[config.mk]
export PLATFORM = sky130hd
export DESIGN_NAME = pcm_to_float_frame_converter_top
export DESIGN_NICKNAME = d
export VERILOG_FILES = /design/src/hw/rtl/pcmf_pkg.sv /design/src/hw/rtl/pcmf_convert.sv /design/src/hw/rtl/pcm_to_float_frame_converter_top.sv
export SDC_FILE = /design/constraint.sdc
export NUM_CORES = 1
export LEC_CHECK = 0
export BUFFER_PORTS_ARGS = -buffer_cell sky130_fd_sc_hd__buf_4
export CORE_MARGIN = 2
export CORE_UTILIZATION = 40
export DETAILED_ROUTE_END_ITERATION = 6
export REMOVE_ABC_BUFFERS = 1
export SLEW_MARGIN = 10
export SYNTH_ARGS = -nofsm -noshare
export SYNTH_HDL_FRONTEND = slang
export SYNTH_SLANG_ARGS = --single-unit
[constraint.sdc]
create_clock -name clk -period 12.8 [get_ports clk]
set_clock_uncertainty 0.1 [all_clocks]
set_input_delay 2.56 -clock clk [delete_from_list [all_inputs] [get_ports clk]]
set_output_delay 2.56 -clock clk [all_outputs]
set_load 0.1 [all_outputs]
[src/hw/rtl/pcmf_pkg.sv]
// Shared types and constants for the PCM-to-float frame converter.
package pcmf_pkg;

  typedef enum logic [1:0] {
    FMT_S16   = 2'd0,
    FMT_S24   = 2'd1,
    FMT_S32   = 2'd2,
    FMT_FLOAT = 2'd3
  } sample_format_t;

  typedef enum logic {
    REG_SAMPLE_FORMAT  = 1'b0,
    REG_FRAME_CHANNELS = 1'b1
  } reg_index_t;

  localparam int unsigned CFG_WIDTH = 7;

  typedef struct packed {
    logic [31:0] raw_sample;
    logic        block_end;
  } in_item_t;

  typedef struct packed {
    logic [31:0] left_float;
    logic [31:0] right_float;
    logic        last_frame;
  } out_item_t;

endpackage

[src/hw/rtl/pcmf_convert.sv]
// Combinational sample-to-float32 conversion for all source formats.
module pcmf_convert (
  input  pcmf_pkg::sample_format_t fmt,
  input  logic [31:0]              raw,
  output logic [31:0]              result
);
  import pcmf_pkg::*;

  logic [31:0] v;
  logic [31:0] mag;
  logic        neg;
  logic [7:0]  scale;
  logic [4:0]  p;
  logic        found;
  logic [31:0] norm;
  logic [23:0] keep;
  logic        guard;
  logic        sticky;
  logic        round_up;
  logic [24:0] rounded;
  logic [7:0]  expo;

  always_comb begin
    v     = raw;
    scale = 8'd31;
    unique case (fmt)
      FMT_S16: begin
        v     = {{16{raw[15]}}, raw[15:0]};
        scale = 8'd15;
      end
      FMT_S24: v = {raw[23:0], 8'd0};
      FMT_S32, FMT_FLOAT: v = raw;
      default: v = raw;
    endcase
  end

  assign neg = v[31];
  assign mag = neg ? (32'd0 - v) : v;

  // leading-one position
  always_comb begin
    p     = 5'd0;
    found = 1'b0;
    for (int i = 31; i >= 0; i--) begin
      if (!found && mag[i]) begin
        p     = 5'(i);
        found = 1'b1;
      end
    end
  end

  assign norm     = mag << (5'd31 - p);
  assign keep     = norm[31:8];
  assign guard    = norm[7];
  assign sticky   = |norm[6:0];
  assign round_up = guard && (sticky || keep[0]);
  assign rounded  = {1'b0, keep} + {24'd0, round_up};
  assign expo     = 8'({3'd0, p} + 8'd127 - scale + {7'd0, rounded[24]});

  always_comb begin
    if (fmt == FMT_FLOAT) begin
      result = raw;
    end else if (mag == 32'd0) begin
      result = 32'd0;
    end else begin
      result = {neg, expo, rounded[24] ? rounded[23:1] : rounded[22:0]};
    end
  end

endmodule

[src/hw/rtl/pcm_to_float_frame_converter_top.sv]
// Top level: builds stereo float32 frames from interleaved PCM samples.
// One sample is taken per cycle, sustained, with stall low; a result is
// registered as the frame's last sample is taken and is held in an output
// register with a one-entry skid, so input keeps flowing while a result waits.
// Conversion is a single pass of leading-one detect, shift and round-to-even
// between the input handshake and the result register.
module pcm_to_float_frame_converter_top #(
  parameter int unsigned MAX_CHANNELS = 64
) (
  input  logic                                clk,
  input  logic                                rst,
  input  logic                                in_valid,
  output logic                                in_stall,
  input  pcmf_pkg::in_item_t                  in_data,
  output logic                                out_valid,
  input  logic                                out_stall,
  output pcmf_pkg::out_item_t                 out_data,
  input  logic                                cfg_we,
  input  logic                                cfg_index,
  input  logic [pcmf_pkg::CFG_WIDTH-1:0]      cfg_data
);
  import pcmf_pkg::*;

  localparam int unsigned PW = $clog2(MAX_CHANNELS);

  sample_format_t   sample_format;
  logic [6:0]       frame_channels;
  logic [PW-1:0]    channel_position;
  logic [31:0]      held_left;
  logic [31:0]      conv;
  logic [PW:0]      last_ch;
  logic [7:0]       n_clamped;
  logic             in_fire;
  logic             frame_done;

  out_item_t        out_reg;
  logic             skid_valid;
  out_item_t        skid_reg;

  always_ff @(posedge clk) begin
    if (rst) begin
      sample_format  <= FMT_S16;
      frame_channels <= 7'd2;
    end else if (cfg_we) begin
      unique case (reg_index_t'(cfg_index))
        REG_SAMPLE_FORMAT:  sample_format  <= sample_format_t'(cfg_data[1:0]);
        REG_FRAME_CHANNELS: frame_channels <= cfg_data;
        default: ;
      endcase
    end
  end

  pcmf_convert u_convert (
    .fmt    (sample_format),
    .raw    (in_data.raw_sample),
    .result (conv)
  );

  always_comb begin
    n_clamped = {1'b0, frame_channels};
    if (n_clamped == 8'd0) n_clamped = 8'd1;
    if (32'(n_clamped) > MAX_CHANNELS) n_clamped = 8'(MAX_CHANNELS);
    last_ch = (PW+1)'(n_clamped - 8'd1);
  end

  assign in_stall   = skid_valid;
  assign in_fire    = in_valid && !in_stall;
  assign frame_done = {1'b0, channel_position} >= last_ch;

  always_ff @(posedge clk) begin
    if (rst) begin
      channel_position <= '0;
      held_left        <= '0;
    end else if (in_fire) begin
      if (channel_position == '0) held_left <= conv;
      channel_position <= frame_done ? '0 : channel_position + 1'b1;
    end
  end

  out_item_t new_item;
  always_comb begin
    new_item.left_float  = (channel_position == '0) ? conv : held_left;
    new_item.right_float = conv;
    new_item.last_frame  = in_data.block_end;
  end

  // output register plus one skid entry; input is stalled while the skid is full
  always_ff @(posedge clk) begin
    if (rst) begin
      out_valid  <= 1'b0;
      skid_valid <= 1'b0;
    end else begin
      if (out_valid && !out_stall && skid_valid) begin
        out_reg    <= skid_reg;
        skid_valid <= 1'b0;
      end else if (in_fire && frame_done) begin
        if (!out_valid || !out_stall) begin
          out_reg   <= new_item;
          out_valid <= 1'b1;
        end else begin
          skid_reg   <= new_item;
          skid_valid <= 1'b1;
        end
      end else if (out_valid && !out_stall) begin
        out_valid <= 1'b0;
      end
    end
  end

  assign out_data = out_reg;

  a_skid_needs_out: assert property (@(posedge clk) disable iff (rst)
    skid_valid |-> out_valid) else $error("skid full with output empty");
  a_pos_range: assert property (@(posedge clk) disable iff (rst)
    {1'b0, channel_position} < (PW+1)'(MAX_CHANNELS))
    else $error("channel position out of range");
  a_stall_holds: assert property (@(posedge clk) disable iff (rst)
    out_valid && out_stall |=> out_valid) else $error("result dropped");

endmodule
== After elaboration in Yosys (flattened, before gate mapping) ==
Cells that the tools add are included.
Widths: inputs -> output; s select.

* Register bits after elaboration: 179
* Output and inout bits: 67
* Bits of input ports: 46
* Word-level logic and storage cells: 198

* Magnitude comparators: 2
* Shift operators: 1
* Equal/unequal tests: 4
* Bitwise gates (word level): 4
* Add/subtract/negate cells: 8
* Reduce and logical (&&, ||, !) cells: 88
* Mux-type cells: 79

{| class="wikitable"
|+ Operator list
! kind !! count
|-
| $mux 65 || 3
|-
| $mux 5 || 33
|-
| $mux 32 || 4
|-
| $pmux 32 s3 || 1
|-
| $logic_and 1x1->1 || 36
|-
| $logic_not 1->1 || 34
|-
| $mux 1 || 34
|-
| $logic_not 32->1 || 1
|-
| $shl 32x5->32 || 1
|-
| $sub 1x32->32 const A || 1
|-
| $add 24x1->25 || 1
|-
| $mux 23 || 1
|-
| $mux 7 || 2
|-
| $add 5x7->8 const B || 1
|-
| $add 8x1->8 || 1
|-
| $gt 8x7->1 const B || 1
|-
| $sub 8x8->8 || 1
|-
| $ge 6x7->1 || 1
|-
| $logic_not 7->1 || 1
|-
| $reduce_or 7->1 || 1
|-
| $sub 7x1->7 const B || 1
|-
| $add 6x1->6 const B || 1
|-
| $logic_not 6->1 || 1
|-
| $mux 6 || 1
|-
| other kinds (12) || 23
|}

== Longest topological paths before layout ==
* Word-level depth: 112
* Gate-level depth with buffers: 41
* Depth with buffers taken out: 33

== Modules after synthesis ==
From an unflattened synthesis, not the netlist that was laid out.

* Cells, all modules: 1486
* Area total of the unflattened synthesis: 13464.2 µm²

{| class="wikitable"
|+ Modules (own cells, without submodules)
! module !! cells each !! area each (µm²) !! times used
|-
| pcm_to_float_frame_converter_top || 541 || 7365.8 || 1
|-
| pcmf_convert || 945 || 6098.3 || 1
|}

== Least setup slack after synthesis ==
Ideal clock, no wire load.

* Path type: input port to flip-flop
* Start: in rst
* End: reg skid_reg[0] in the netlist's numbering (enable)
* Stages: 2
* Arrival time: 9.003 ns
* Path slack: 3.047 ns
* Path through: clkbuf_1 nor4_1

* Cells in the longest elaborated chain, start to end: 2

{| class="wikitable"
|+ RTL lines
! item !! RTL line !! RTL
|-
| start, declared || pcm_to_float_frame_converter_top.sv:11 || <nowiki>input logic rst,</nowiki>
|-
| $not 1->1 (no line) || -- ||
|-
| $reduce_and 4->1 (no line) || -- ||
|-
| end signal, assigned || pcm_to_float_frame_converter_top.sv:101 || <nowiki>skid_reg <= new_item;</nowiki>
|-
| end, declared || pcm_to_float_frame_converter_top.sv:38 || <nowiki>out_item_t skid_reg;</nowiki>
|}

Every way passes these cells.
A chain may end at the register's enable or synchronous reset.

==> impl_metrics.py <==
metrics = {
    "grt": {
        "track_usage_pct": 28.1,
        "grt_overflow": 0,
        "antenna_found_initial": 0,
        "grt_pass1_vias": 12200,
        "grt_max_degree": 69,
        "grt_pass1_wl_um": 75600,
    },
    "place": {
        "hpwl_um": 37900,
        "dpl_cell_area_sq_mm": 0.0145,
        "dpl_worst_slack_ns": 1.82,
        "port_buffers": 112,
        "place_inst": 2047,
        "place_congestion": 1.01,
    },
    "power": {
        "power_frac_seq_pct": 31.3,
        "leakage_nw": 5.51,
        "p_comb_share_pct": 45.2,
        "swShare_pct": 43.0,
        "p_switching_w": 0.000981,
        "p_int_w": 0.00130,
        "ir_worst_vdd_v": 0.0000953,
        "p_per_area_mw_per_mm2": 151,
        "pwr-share-clk_pct": 23.6,
    },
    "sta": {
        "period_share_pct": 84.5,
        "period_needed_ns": 10.82,
        "finalHoldViolations": 0,
        "setup_violations": 0,
        "slew_headroom_pct": 12.0,
        "layout_setup_ws_ns": 1.98,
        "report.final.slew_viol_count": 0,
        "fin_setup_tns_ns": 0,
        "rsz0062_at_grt": "false",
        "clock.fmax_mhz": 92.4,
        "tightest_slew_ns": 1.31,
    },
    "setup_path": {
        "cpPeakStageDelay_ns": 0.77,
        "start_kind": "input pin",
        "crit_type": "input pin to flop",
        "r2r_start": "sample_format[1]$_SDFFE_PP0P_",
        "path_buf_inv": 6,
        "slowest_stage": "o211ai_2",
        "crit_top_cell": "ha_1",
        "path_delay_family": "simple AND/OR/NAND/NOR gates",
        "cp-startpoint": "in_data[1]",
        "arrival_ns": 10.91,
        "crit_fanout": 24,
        "critPathRequiredTime_ns": 12.89,
        "cp-end-kind": "flop",
    },
    "cts": {
        "clk_pin_slew_ns": 0.07,
        "cts_setup_buffers": 0,
        "cts_tree": "built",
        "cts_buffers": 17,
        "root_buffer": "clkbuf_16",
        "cts_buffer_depth": 2,
        "cts.sinks": 179,
        "cts_max_level": 4,
        "clkLatencyLatePin_ns": 0.44,
        "cts_hold_buf": 0,
        "cts_resized": 0,
    },
    "layout": {
        "diodes": 0,
        "fillers": 3294,
        "fin_nets": 1684,
        "fin_util_pct": 46.2,
        "stdcell_area_sq_mm": 0.0151,
        "drive_gt1_share_pct": 16.1,
        "stdcell_count": 2079,
        "syn_to_final_growth_pct": 13.0,
    },
    "synth": {
        "synth_cell_types": 109,
        "synth_xor_area_share_pct": 3.21,
        "synth-seq-area-share_pct": 36.6,
        "synth-main-ff-cell": "edfxtp_1",
        "synth-compound-area-share_pct": 24.7,
        "synth-seq-cells": 179,
        "synthArstFlopShare_pct": 0,
        "synth_area_sq_mm": 0.0134,
        "synth_top_area_share_pct": 29.2,
        "synth.most_common_cell": "nor2_1",
        "synth_largest_area_cell": "edfxtp_1",
        "syn_avg_cell_area_sq_um": 8.53,
        "yosys-mux-area-fraction_pct": 6.14,
        "synth_top_family_by_area": "compound AO/OA/AOI/OAI gates",
        "synth.area.top_cells": "edfxtp_1 29%, dfxtp_1 7.3%, a21oi_1 5.5%",
        "synth_edf_count": 130,
        "synthSimpleGateAreaFrac_pct": 23.2,
        "yosys.area_share.adder_pct": 1.31,
        "syn_inst": 1566,
        "yosys_warnings": 0,
        "synth_common_cells": "196 x nor2_1, 173 x nand2_1, 148 x a21oi_1",
    },
    "worst_hold_path": {
        "hold_class": "flop to flop",
        "min_from": "held_left[29]$_SDFFE_PP0P_",
    },
    "floorplan": {
        "fp.dieW_um": 187,
        "fp.dieArea_sq_mm": 0.0349,
        "row_count": 66,
        "die-height_um": 187,
        "core_sq_mm": 0.0327,
        "io_pins": 113,
        "start_util_pct": 40.8,
    },
    "route": {
        "ant_nets": 0,
        "drc": 0,
        "drt_iter0_markers": 1320,
        "routed_via_density": 6.25,
        "routed_wl_um": 50100,
        "first_pass_iters": 6,
        "post_drt_wl_per_cell_um": 24.1,
        "via_count": 13000,
    },
    "run_status": {
        "status": "completed",
    },
    "job": {
        "cap_violations": 0,
    },
}
-- final cells by class --
cell class | instances | area (sq um) | area share, %
clock buffer | 17 | 425 | 2.82
clock inverter | 15 | 179 | 1.19
inverter | 36 | 138 | 0.912
multi-input combinational | 1249 | 7850 | 52.0
sequential | 179 | 4880 | 32.4
tap | 442 | 553 | 3.66
timing repair buffer | 141 | 1060 | 7.01
-- path summary, 6_finish.rpt --
kind | end | cells past startpoint | slack (ns)
max | out_data[62]$_DFFE_PP_ | 30 | 1.98
min | held_left[29]$_SDFFE_PP0P_ | 2 | 0.36
max reg2reg | out_data[62]$_DFFE_PP_ | 31 | 3.54
min reg2reg | held_left[29]$_SDFFE_PP0P_ | 2 | 0.36
-- logic make-up after synthesis --
family	count (synthesis)
AND/OR/NAND/NOR	625
flip-flops	179
multiplexers	76
XOR/XNOR	49
adder cells (fa/ha/maj)	14
AO/OA/AOI/OAI	485
buffers and inverters	138
-- worst min-delay path: cells and delay by family, from the launching register on --
kind	cells	cell delay, ns
AOI/OAI and AO/OA	1	0.05
and+or+nand+nor	1	0.05
DFF	1	0.31
-- power groups by stage --
stage | Clock [W] | Sequential, W | Combinational [W]
after floorplan | 0 | 0.000797 | 0.000611
after global placement | 0 | 0.000726 | 0.00100
after detailed placement | 0 | 0.000727 | 0.00100
after CTS | 0.000549 | 0.000714 | 0.00101
after global routing | 0.000572 | 0.000718 | 0.00110
final | 0.000538 | 0.000714 | 0.00103
-- per-layer routing --
layer | global-route usage (%) | vias to the layer above | part of all wire (%) | routed length (um)
li1 | - | 5989 | - | -
met1 | 38.7 | 6286 | 44 | 22200
met2 | 44.2 | 623 | 45 | 22600
met3 | 4.97 | 97 | 7.3 | 3680
met4 | 10.0 | 0 | 3.3 | 1640
met5 | 0 | - | 0 | 0
-- cells in the final DEF (no fill, tap or decap), types with 13 or more instances in the layout --
cell and n:
nand4_1 22, o22ai_1 14, inv_1 34, a31oi_1 14, ha_1 14, and3_1 17
nand3_1 44, xnor2_1 32, edfxtp_1 130, nor3_1 46, nor2b_1 14, o21ai_0 81
a21oi_1 147, and2_1 13, a22oi_1 19, a211oi_1 32, mux2_2 18, buf_4 141
dfxtp_1 49, nor2_1 195, mux2i_1 51, xor2_1 17, o31ai_1 19, clkbuf_16 17
nand2_1 172, o211ai_1 13
-- per-stage QoR --
step	hold WS, ns	total power (W)
finish	0.359	0.00228
global placement	0.341	0.00173
global route	0.378	0.00239
floorplan	0.331	0.00141
CTS	0.360	0.00227
detailed placement	0.351	0.00173
Power figures use the tool's default switching activity.
